File: src/rtl/sbm_pkg.sv
// Package for the swap slot bitmap allocator: map sizes, field widths, opcodes
// and the lowest-zero-bit helper. No dependencies.
`default_nettype none

package sbm_pkg;

  localparam int MAP_BYTES   = 4096;
  localparam int SLOT_W      = 15;
  localparam int BYTE_W      = 8;
  localparam int BIT_W       = 3;
  localparam int BYTE_IDX_W  = SLOT_W - BIT_W;
  localparam int INDEX_BYTES = 2 ** BYTE_IDX_W;
  // Only the bytes a slot number can reach are stored and scanned.
  localparam int SCAN_BYTES  = (MAP_BYTES < INDEX_BYTES) ? MAP_BYTES : INDEX_BYTES;
  localparam int ADDR_W      = (SCAN_BYTES > 1) ? $clog2(SCAN_BYTES) : 1;

  localparam logic [BYTE_W-1:0] BYTE_ALL_ONES = '1;

  typedef enum logic {
    OP_FIND  = 1'b0,
    OP_WRITE = 1'b1
  } op_t;

  // Position of the lowest clear bit; only meaningful when the byte is not all ones.
  function automatic logic [BIT_W-1:0] first_zero(input logic [BYTE_W-1:0] b);
    logic [BIT_W-1:0] pos;
    pos = '0;
    for (int j = BYTE_W - 1; j >= 0; j--) begin
      if (!b[j]) begin
        pos = BIT_W'(j);
      end
    end
    return pos;
  endfunction

endpackage

`default_nettype wire

File: src/rtl/sbm_ifs.sv
// Request and response channel interfaces of the swap slot bitmap allocator.
// Depends on sbm_pkg for the field widths.
`default_nettype none

interface sbm_req_if;
  logic                      valid;
  logic                      ready;
  logic                      opcode;
  logic [sbm_pkg::SLOT_W-1:0] slot_index;
  logic                      slot_value;

  modport source (output valid, opcode, slot_index, slot_value, input ready);
  modport sink   (input valid, opcode, slot_index, slot_value, output ready);
endinterface

interface sbm_rsp_if;
  logic                      valid;
  logic                      ready;
  logic [sbm_pkg::SLOT_W-1:0] free_slot;
  logic                      map_full;

  modport source (output valid, free_slot, map_full, input ready);
  modport sink   (input valid, free_slot, map_full, output ready);
endinterface

`default_nettype wire

File: src/rtl/sbm_ctrl.sv
// Sequencer of the swap slot bitmap allocator: clearing pass, bit write by
// read-modify-write, byte scan for a find, and the result register.
// Depends on sbm_pkg and sbm_ifs.
`default_nettype none

module sbm_ctrl (
  input  wire logic                           clk,
  input  wire logic                           rst,
  sbm_req_if.sink                             req,
  sbm_rsp_if.source                           rsp,
  output logic                                ram_we,
  output logic      [sbm_pkg::ADDR_W-1:0]     ram_waddr,
  output logic      [sbm_pkg::BYTE_W-1:0]     ram_wdata,
  output logic                                ram_re,
  output logic      [sbm_pkg::ADDR_W-1:0]     ram_raddr,
  input  wire logic [sbm_pkg::BYTE_W-1:0]     ram_rdata
);

  typedef enum logic [2:0] {
    CLEAR,
    IDLE,
    WR_MOD,
    SCAN,
    HOLD
  } state_t;

  state_t                         state;
  logic [sbm_pkg::ADDR_W-1:0]     addr;
  logic [sbm_pkg::BIT_W-1:0]      wr_bit;
  logic                           wr_val;
  logic                           out_valid;
  logic [sbm_pkg::SLOT_W-1:0]     out_slot;
  logic                           out_full;
  logic [sbm_pkg::SLOT_W-1:0]     pend_slot;
  logic                           pend_full;

  logic                           accept;
  logic                           is_write;
  logic [sbm_pkg::BYTE_IDX_W-1:0] req_byte;
  logic [sbm_pkg::ADDR_W-1:0]     req_addr;
  logic                           in_range;
  logic                           last;
  logic                           hit;
  logic [sbm_pkg::BYTE_W-1:0]     mod_byte;
  logic                           done;
  logic [sbm_pkg::SLOT_W-1:0]     done_slot;
  logic                           done_full;
  logic                           out_free;
  logic                           load_out;

  assign req.ready = (state == IDLE);
  assign accept    = req.valid && req.ready;
  assign is_write  = (req.opcode == sbm_pkg::OP_WRITE);
  assign req_byte  = req.slot_index[sbm_pkg::SLOT_W-1:sbm_pkg::BIT_W];
  assign req_addr  = req_byte[sbm_pkg::ADDR_W-1:0];
  assign in_range  = ({1'b0, req_byte} < (sbm_pkg::BYTE_IDX_W + 1)'(sbm_pkg::SCAN_BYTES));
  assign last      = (addr == sbm_pkg::ADDR_W'(sbm_pkg::SCAN_BYTES - 1));
  assign hit       = (ram_rdata != sbm_pkg::BYTE_ALL_ONES);
  assign out_free  = !out_valid || rsp.ready;
  assign load_out  = (done || (state == HOLD)) && out_free;

  assign rsp.valid     = out_valid;
  assign rsp.free_slot = out_slot;
  assign rsp.map_full  = out_full;

  always_comb begin
    mod_byte         = ram_rdata;
    mod_byte[wr_bit] = wr_val;
  end

  // Which cycle finishes a transaction, and with what result.
  always_comb begin
    done      = 1'b0;
    done_slot = '0;
    done_full = 1'b0;
    case (state)
      IDLE: begin
        done = accept && is_write && !in_range;
      end
      WR_MOD: begin
        done = 1'b1;
      end
      SCAN: begin
        if (hit) begin
          done      = 1'b1;
          done_slot = sbm_pkg::SLOT_W'({addr, sbm_pkg::first_zero(ram_rdata)});
        end else if (last) begin
          done      = 1'b1;
          done_full = 1'b1;
        end
      end
      default: begin
        done = 1'b0;
      end
    endcase
  end

  always_comb begin
    ram_we    = (state == CLEAR) || (state == WR_MOD);
    ram_waddr = addr;
    ram_wdata = (state == CLEAR) ? '0 : mod_byte;
    ram_re    = 1'b0;
    ram_raddr = addr + 1'b1;
    case (state)
      IDLE: begin
        ram_re    = accept && (!is_write || in_range);
        ram_raddr = is_write ? req_addr : '0;
      end
      SCAN: begin
        ram_re = 1'b1;
      end
      default: begin
        ram_re = 1'b0;
      end
    endcase
  end

  always_ff @(posedge clk) begin
    if (rst) begin
      state     <= CLEAR;
      addr      <= '0;
      out_valid <= 1'b0;
    end else begin
      // Deliver the result, from the parked copy when one waits.
      if (load_out) begin
        out_valid <= 1'b1;
        out_slot  <= (state == HOLD) ? pend_slot : done_slot;
        out_full  <= (state == HOLD) ? pend_full : done_full;
      end else if (rsp.ready) begin
        out_valid <= 1'b0;
      end

      // Park the result while the previous one waits.
      if (done && !out_free) begin
        pend_slot <= done_slot;
        pend_full <= done_full;
      end

      case (state)
        CLEAR: begin
          if (last) begin
            addr  <= '0;
            state <= IDLE;
          end else begin
            addr <= addr + 1'b1;
          end
        end
        IDLE: begin
          if (accept) begin
            if (is_write) begin
              if (in_range) begin
                addr   <= req_addr;
                wr_bit <= req.slot_index[sbm_pkg::BIT_W-1:0];
                wr_val <= req.slot_value;
                state  <= WR_MOD;
              end else if (!out_free) begin
                state <= HOLD;
              end
            end else begin
              addr  <= '0;
              state <= SCAN;
            end
          end
        end
        WR_MOD: begin
          state <= out_free ? IDLE : HOLD;
        end
        SCAN: begin
          if (done) begin
            state <= out_free ? IDLE : HOLD;
          end else begin
            addr <= addr + 1'b1;
          end
        end
        HOLD: begin
          if (out_free) begin
            state <= IDLE;
          end
        end
        default: begin
          state <= IDLE;
        end
      endcase
    end
  end

endmodule

`default_nettype wire

File: src/flat_wrapper.sv
// flat-port wrapper written by rule: the top's interface ports become plain ports
module sbm_ctrl_flat 
  (clk, rst, ram_we, ram_waddr, ram_wdata, ram_re, ram_raddr, ram_rdata, req_valid, req_opcode, req_slot_index, req_slot_value, req_ready, rsp_valid, rsp_free_slot, rsp_map_full, rsp_ready);
  sbm_req_if req_i ();
  sbm_rsp_if rsp_i ();
  input  wire logic clk;
  input  wire logic rst;
  output logic ram_we;
  output logic      [sbm_pkg::ADDR_W-1:0] ram_waddr;
  output logic      [sbm_pkg::BYTE_W-1:0] ram_wdata;
  output logic ram_re;
  output logic      [sbm_pkg::ADDR_W-1:0] ram_raddr;
  input  wire logic [sbm_pkg::BYTE_W-1:0] ram_rdata;
  input wire logic [$bits(req_i.valid)-1:0] req_valid;
  input wire logic [$bits(req_i.opcode)-1:0] req_opcode;
  input wire logic [$bits(req_i.slot_index)-1:0] req_slot_index;
  input wire logic [$bits(req_i.slot_value)-1:0] req_slot_value;
  output wire logic [$bits(req_i.ready)-1:0] req_ready;
  output wire logic [$bits(rsp_i.valid)-1:0] rsp_valid;
  output wire logic [$bits(rsp_i.free_slot)-1:0] rsp_free_slot;
  output wire logic [$bits(rsp_i.map_full)-1:0] rsp_map_full;
  input wire logic [$bits(rsp_i.ready)-1:0] rsp_ready;
  assign req_i.valid = req_valid;
  assign req_i.opcode = req_opcode;
  assign req_i.slot_index = req_slot_index;
  assign req_i.slot_value = req_slot_value;
  assign req_ready = req_i.ready;
  assign rsp_valid = rsp_i.valid;
  assign rsp_free_slot = rsp_i.free_slot;
  assign rsp_map_full = rsp_i.map_full;
  assign rsp_i.ready = rsp_ready;
  sbm_ctrl u_core (.clk(clk), .rst(rst), .req(req_i), .rsp(rsp_i), .ram_we(ram_we), .ram_waddr(ram_waddr), .ram_wdata(ram_wdata), .ram_re(ram_re), .ram_raddr(ram_raddr), .ram_rdata(ram_rdata));
endmodule
File: config.mk
export PLATFORM = sky130hd
export DESIGN_NAME = sbm_ctrl_flat
export DESIGN_NICKNAME = d
export VERILOG_FILES = /design/src/rtl/sbm_pkg.sv /design/src/rtl/sbm_ifs.sv /design/src/rtl/sbm_ctrl.sv /design/src/flat_wrapper.sv
export SDC_FILE = /design/constraint.sdc
export NUM_CORES = 1
export LEC_CHECK = 0
export BUFFER_PORTS_ARGS = -buffer_cell sky130_fd_sc_hd__buf_2
export CELL_PAD_IN_SITES_DETAIL_PLACEMENT = 0
export CELL_PAD_IN_SITES_GLOBAL_PLACEMENT = 1
export CORE_MARGIN = 10
export CORE_UTILIZATION = 30
export DETAILED_ROUTE_END_ITERATION = 8
export PLACE_DENSITY = 0.68
export SLEW_MARGIN = 0
export SYNTH_ARGS = -nofsm -noshare
export SYNTH_HDL_FRONTEND = slang
export SYNTH_SLANG_ARGS = --single-unit
File: constraint.sdc
create_clock -name clk -period 4.4 [get_ports clk]
set_input_delay 0.88 -clock clk [delete_from_list [all_inputs] [get_ports clk]]
set_output_delay 0.88 -clock clk [all_outputs]
set_load 0.02 [all_outputs]
==> Word-level counts from Yosys, hierarchy flattened <==
Cells that the tools add are included.
{ "op_classes": {"addsub": 1, "order_cmp": 2, "n_eq_ne": 11, "muxes": 37, "bitwise_logic": 1, "reduce_logical": 17} }
{ "op_table": {"columns": ["cell", "n"], "rows": [
  ["$mux 12", 5],
  ["$mux 15", 3],
  ["$mux 3", 13],
  ["$pmux 12 s3", 1],
  ["$pmux 3 s5", 1],
  ["$add 12x1->12 const B", 1],
  ["$eq 12x12->1 const B", 1],
  ["$mux 1", 9],
  ["$bwmux 8", 1],
  ["$mux 8", 1],
  ["$ne 8x8->1 const B", 1],
  ["$reduce_and 4->1", 2],
  ["$eq 3x2->1 const B", 2],
  ["$ne 2x1->1 const B", 3],
  ["$logic_and 1x1->1", 4],
  ["$lt 3x4->1 const B", 1],
  ["$ne 2x2->1 const B", 2],
  ["$pmux 1 s2", 2],
  ["$reduce_and 2->1", 2],
  ["$demux 1 s3", 1],
  ["$eq 3x1->1 const B", 1],
  ["$eq 3x3->1 const B", 1],
  ["$ge 3x1->1 const B", 1],
  ["$logic_not 3->1", 1],
  ["6 further kinds", 9]
]} }
{ "word_totals": {"reg_bits": 52, "output_inout_bits": 52, "elab_cells": 78} }

==> Depth between registers and ports, before layout <==
{ "depth": {"ltp_word": 11, "mapped_depth": 8, "ltp_nobuf": 6} }

==> Least setup slack after synthesis <==
OpenSTA, ideal clock, no wires.
{ "synth_timing": {"path_kind": "register -> register", "from": "reg u_core.addr (netlist bit u_core.ram_waddr[0])", "to": "reg u_core.pend_full (enable)", "setup_ps": 413, "arrival_time_ps": 2907, "path_slack_ps": 1080, "path_stages_with_launch": 6, "synth_period_minus_slack_ps": 3320, "path_cell_list": "dfxtp_1 ha_1 nand4_4 or4_1 nand3_1 nor3b_1"} }
{ "synth_between": {"elab_chain_cells": 6} }
{ "synth_lines": {"columns": ["item", "line", "rtl"], "rows": [
  ["start, declared", "sbm_ctrl.sv:28", "logic [sbm_pkg::ADDR_W-1:0] addr;"],
  ["start signal, assigned", "sbm_ctrl.sv:145", "addr <= addr + 1'b1;"],
  ["start signal, assigned", "sbm_ctrl.sv:152", "addr <= req_addr;"],
  ["start signal, assigned", "sbm_ctrl.sv:172", "addr <= addr + 1'b1;"],
  ["$eq 12x12->1", "sbm_ctrl.sv:57", "assign last = (addr == sbm_pkg::ADDR_W'(sbm_pkg::SCAN_BYTES - 1));"],
  ["$mux 1", "sbm_ctrl.sv:87", "end else if (last) begin"],
  ["$mux 1", "sbm_ctrl.sv:84", "if (hit) begin"],
  ["$pmux 1 s2", "sbm_ctrl.sv:76", "case (state)"],
  ["$logic_and 1x1->1", "sbm_ctrl.sv:134", "if (done && !out_free) begin"],
  ["$reduce_and 2->1 (no line)", null, null],
  ["end signal, assigned", "sbm_ctrl.sv:136", "pend_full <= done_full;"],
  ["end, declared", "sbm_ctrl.sv:35", "logic pend_full;"]
]} }
Every way passes these cells.
A chain may end at the register's enable or synchronous reset.

==> Final worst setup path <==
{ "layout_timing": {"from": "reg u_core.addr (netlist bit u_core.ram_waddr[0])", "to": "out ram_raddr[10] (netlist bit)"} }
{ "layout_between": {"elab_chain_cells": 2} }
{ "layout_lines": {"columns": ["item", "line", "rtl"], "rows": [
  ["$add 12x1->12", "sbm_ctrl.sv:103", "ram_raddr = addr + 1'b1;"],
  ["$mux 12", "sbm_ctrl.sv:104", "case (state)"],
  ["end, declared", "flat_wrapper.sv:12", "output logic [sbm_pkg::ADDR_W-1:0] ram_raddr;"]
]} }
Every way passes these cells.

==> results.md <==
* Largest net degree at the start of global routing at 22
* Crit Path Category: flip-flop to output port
* Worst Skew at 18.88 ps
* Vias at 2,347
* Initial Util at 30.55%
* Hold_buf cts at 0
* GRT overflow at 0
* Post-synthesis compound-gate area fraction at 15.66%
* DIE AREA at 13,580 µm²
* Final Hold Viols at 0
* Initial antenna violation count at 0
* Post-Synth Adder-Cell Area at 0.4474%
* Slew Viols, Final at 0
* Total CTS buffers at 5
* R2R depth at 7
* Die height at 116.5 µm
* Setup Fix Bufs, Post-CTS at 0
* Post-synthesis register bit count at 52
* DRC viols at 0
* Synth warn at 0
* Slew @ Worst Pin at 1151 ps
* Clk_lat worst skew at 320 ps
* First-pass GRT wire length at 12,180 µm
* Max Freq at 307.6 MHz
* Synth area leader: edfxtp_1
* CP startpoint kind: flip-flop
* Fin crit period at 3251 ps
* Asr flop ratio synth at 0%
* CTS tree: built
* Most common cell in the netlist: edfxtp_1
* WL final at 7645 µm
* Power Total at 0.8727 mW
* Worst hold slack at 530.7 ps
* Root Buffer: clkbuf_8
* Syn-to-layout area delta at 21.25%
* Top Ports at 81
* First-pass DRT Iterations at 4
* Cells after Synth at 272
* Initial DRC count at 172
* Ratio of cells with drive above 1 in the final layout at 31.03%
* Core Area at 9153 µm²
* Antenna diodes at 0
* Crit path DAT at 2370 ps
* Post-synth EDFFs at 36
* Synth top cells by count: edfxtp_1, nand3_1, nor2_1
* Via-per-instance ratio at 5.113
* Routability Congestion at 0.8111
* Normalized max-slew margin at 22.96%
* Hpwl dp at 5837 µm
* Syn nets at 302
* Mapped Avg Cell Area at 10.28 µm²
* Sequential area share after synthesis at 50.11%
* Worst path required time at 3520 ps
* Status: finished clean
* Max FO, Critical Path at 8
* Top_reg_cell synth: edfxtp_1
* Top cells by area, synth: edfxtp_1, dfxtp_1, a21o_1
* Setup violators final at 0
* CTS sink count at 52
* Synth cell types at 55
* Setup TNS at 0 ps
* Max IR drop VDD at 0.1186 mV
* Routed Antenna Nets at 0
* Tcrit/Tclk final at 73.90%
* Max-Cap Viols at 0
* Max Root-Sink Buffers at 2
* Fillcell total at 926
* Port-buffer cells at 80
* Leakage at 1.465 nW
* Largest family of logic cells by synthesized area: simple AND/OR/NAND/NOR gates
* Crit. End Element: output port
* Post_cts resized at 0
* PD cells at 257.4 nW/µm²
* GRT Total Usage at 11.20%
* Nets at 377
* Mux cell area share after synthesis at 3.579%
* Xor/xnor share of the synthesized area at 2.819%
* Hold path cells at 1
* Final core occ at 37.05%
* Die Wd at 116.5 µm
* Cell Area, Synth at 2796 µm²
* Wire per inst at 16.66 µm
* Worst-path clk slew at 120 ps
* Vias in the first global route at 2,344
* Post-synth top area share at 38.66%
* Hold Crit Class: flip-flop to flip-flop
* # rows at 35
* H-tree levels at 2
* Post-Synth Simple-Gate Area at 23.40%
* RSZ-0062 raised after global routing: no
==> sequential cells by signal, indices dropped and copies added (netlist names) <==
register              cells
u_core.pend_full          1
u_core.pend_slot         15
u_core.state              3
u_core.rsp.map_full       1
u_core.wr_val             1
u_core.wr_bit             3
u_core.ram_waddr         12
u_core.rsp.valid          1
u_core.rsp.free_slot     15
==> stage by stage <==
step                instance area [µm²]  setup slack, ps  cells
floorplan                          2796             1080    272
global placement                   3294             1523    451
detailed placement                 3294             1536    451
CTS                                3391             1138    459
global route                       3391             1017    459
finish                             3391             1149    459
==> final timing paths <==
kind                                                           end                        startpoint  slack (ps)
worst max-delay path                                 ram_raddr[10]  u_core.ram_waddr[0]$_SDFFE_PP0P_        1150
worst min register to register   u_core.rsp.free_slot[9]$_DFFE_PP_     u_core.pend_slot[9]$_DFFE_PP_         530
worst max register to register  u_core.rsp.free_slot[11]$_DFFE_PP_  u_core.ram_waddr[0]$_SDFFE_PP0P_        1780
worst min-delay path             u_core.rsp.free_slot[9]$_DFFE_PP_     u_core.pend_slot[9]$_DFFE_PP_         530
==> cell families (layout without fill, tap and decap cells) <==
group                    after synthesis  after routing
AO/OA/AOI/OAI                         62             62
adder cells (fa/ha/maj)                1              1
AND/OR/NAND/NOR                      114            114
buffers and inverters                 24            100
XOR/XNOR                               9              9
flip-flops                            52             52
multiplexers                          10             10
==> worst max-delay path, stage by stage, from the launching register on <==
cell and delay [ps]:
dfxtp_1 530, ha_1 330, nand4_4 190, or4_1 570, a31oi_2 230, buf_2 200
==> metal layers <==
| layer | up-vias | GRT usage (%) | part of all wire [%] |
|---|---|---|---|
| met5 | - | 0 | 0 |
| met4 | 0 | 4.119 | 1.9 |
| met3 | 11 | 3.082 | 6.7 |
| met2 | 70 | 18.33 | 49 |
| met1 | 1114 | 13.77 | 43 |
| li1 | 1152 | - | - |
==> area by class of cell <==
type / instances / area, µm² / share of cell area (%)
flip-flops and latches: 52 / 1401 / 41.33
clock inverters: 3 / 27.53 / 0.8118
clock buffers: 5 / 68.82 / 2.030
multi-input cells: 196 / 1294 / 38.15
repair buffers: 84 / 430.4 / 12.69
well taps: 111 / 138.9 / 4.096
inverters: 8 / 30.03 / 0.8856
==> report_power, final <==
part	leakage (nW)	internal, mW	total [mW]	switching, mW
registers	0.409	0.519	0.524	0.00582
logic	1.01	0.0198	0.0502	0.0304
clock network	0.0463	0.117	0.298	0.181
total	1.47	0.656	0.873	0.217
==> cells in the final DEF, fill, tap and decap left out, types with 3 or more instances in the layout <==
cell / netlist / final
a211oi_1: 4 / 4
nand2_1: 16 / 16
a21oi_1: 10 / 10
nand3_1: 23 / 23
nor3b_1: 6 / 5
a21o_1: 18 / 18
nand2b_1: 3 / 3
nor3_1: 8 / 7
and3_1: 3 / 3
buf_2: 8 / 80
clkbuf_8: 0 / 5
dfxtp_1: 16 / 16
nor4_1: 3 / 3
and4_1: 3 / 3
inv_1: 7 / 7
o21ai_0: 10 / 10
buf_4: 1 / 4
mux2i_1: 10 / 10
nor2_1: 19 / 19
edfxtp_1: 36 / 36
xnor2_1: 7 / 7
and2_1: 11 / 11
Power figures use the tool's default switching activity.
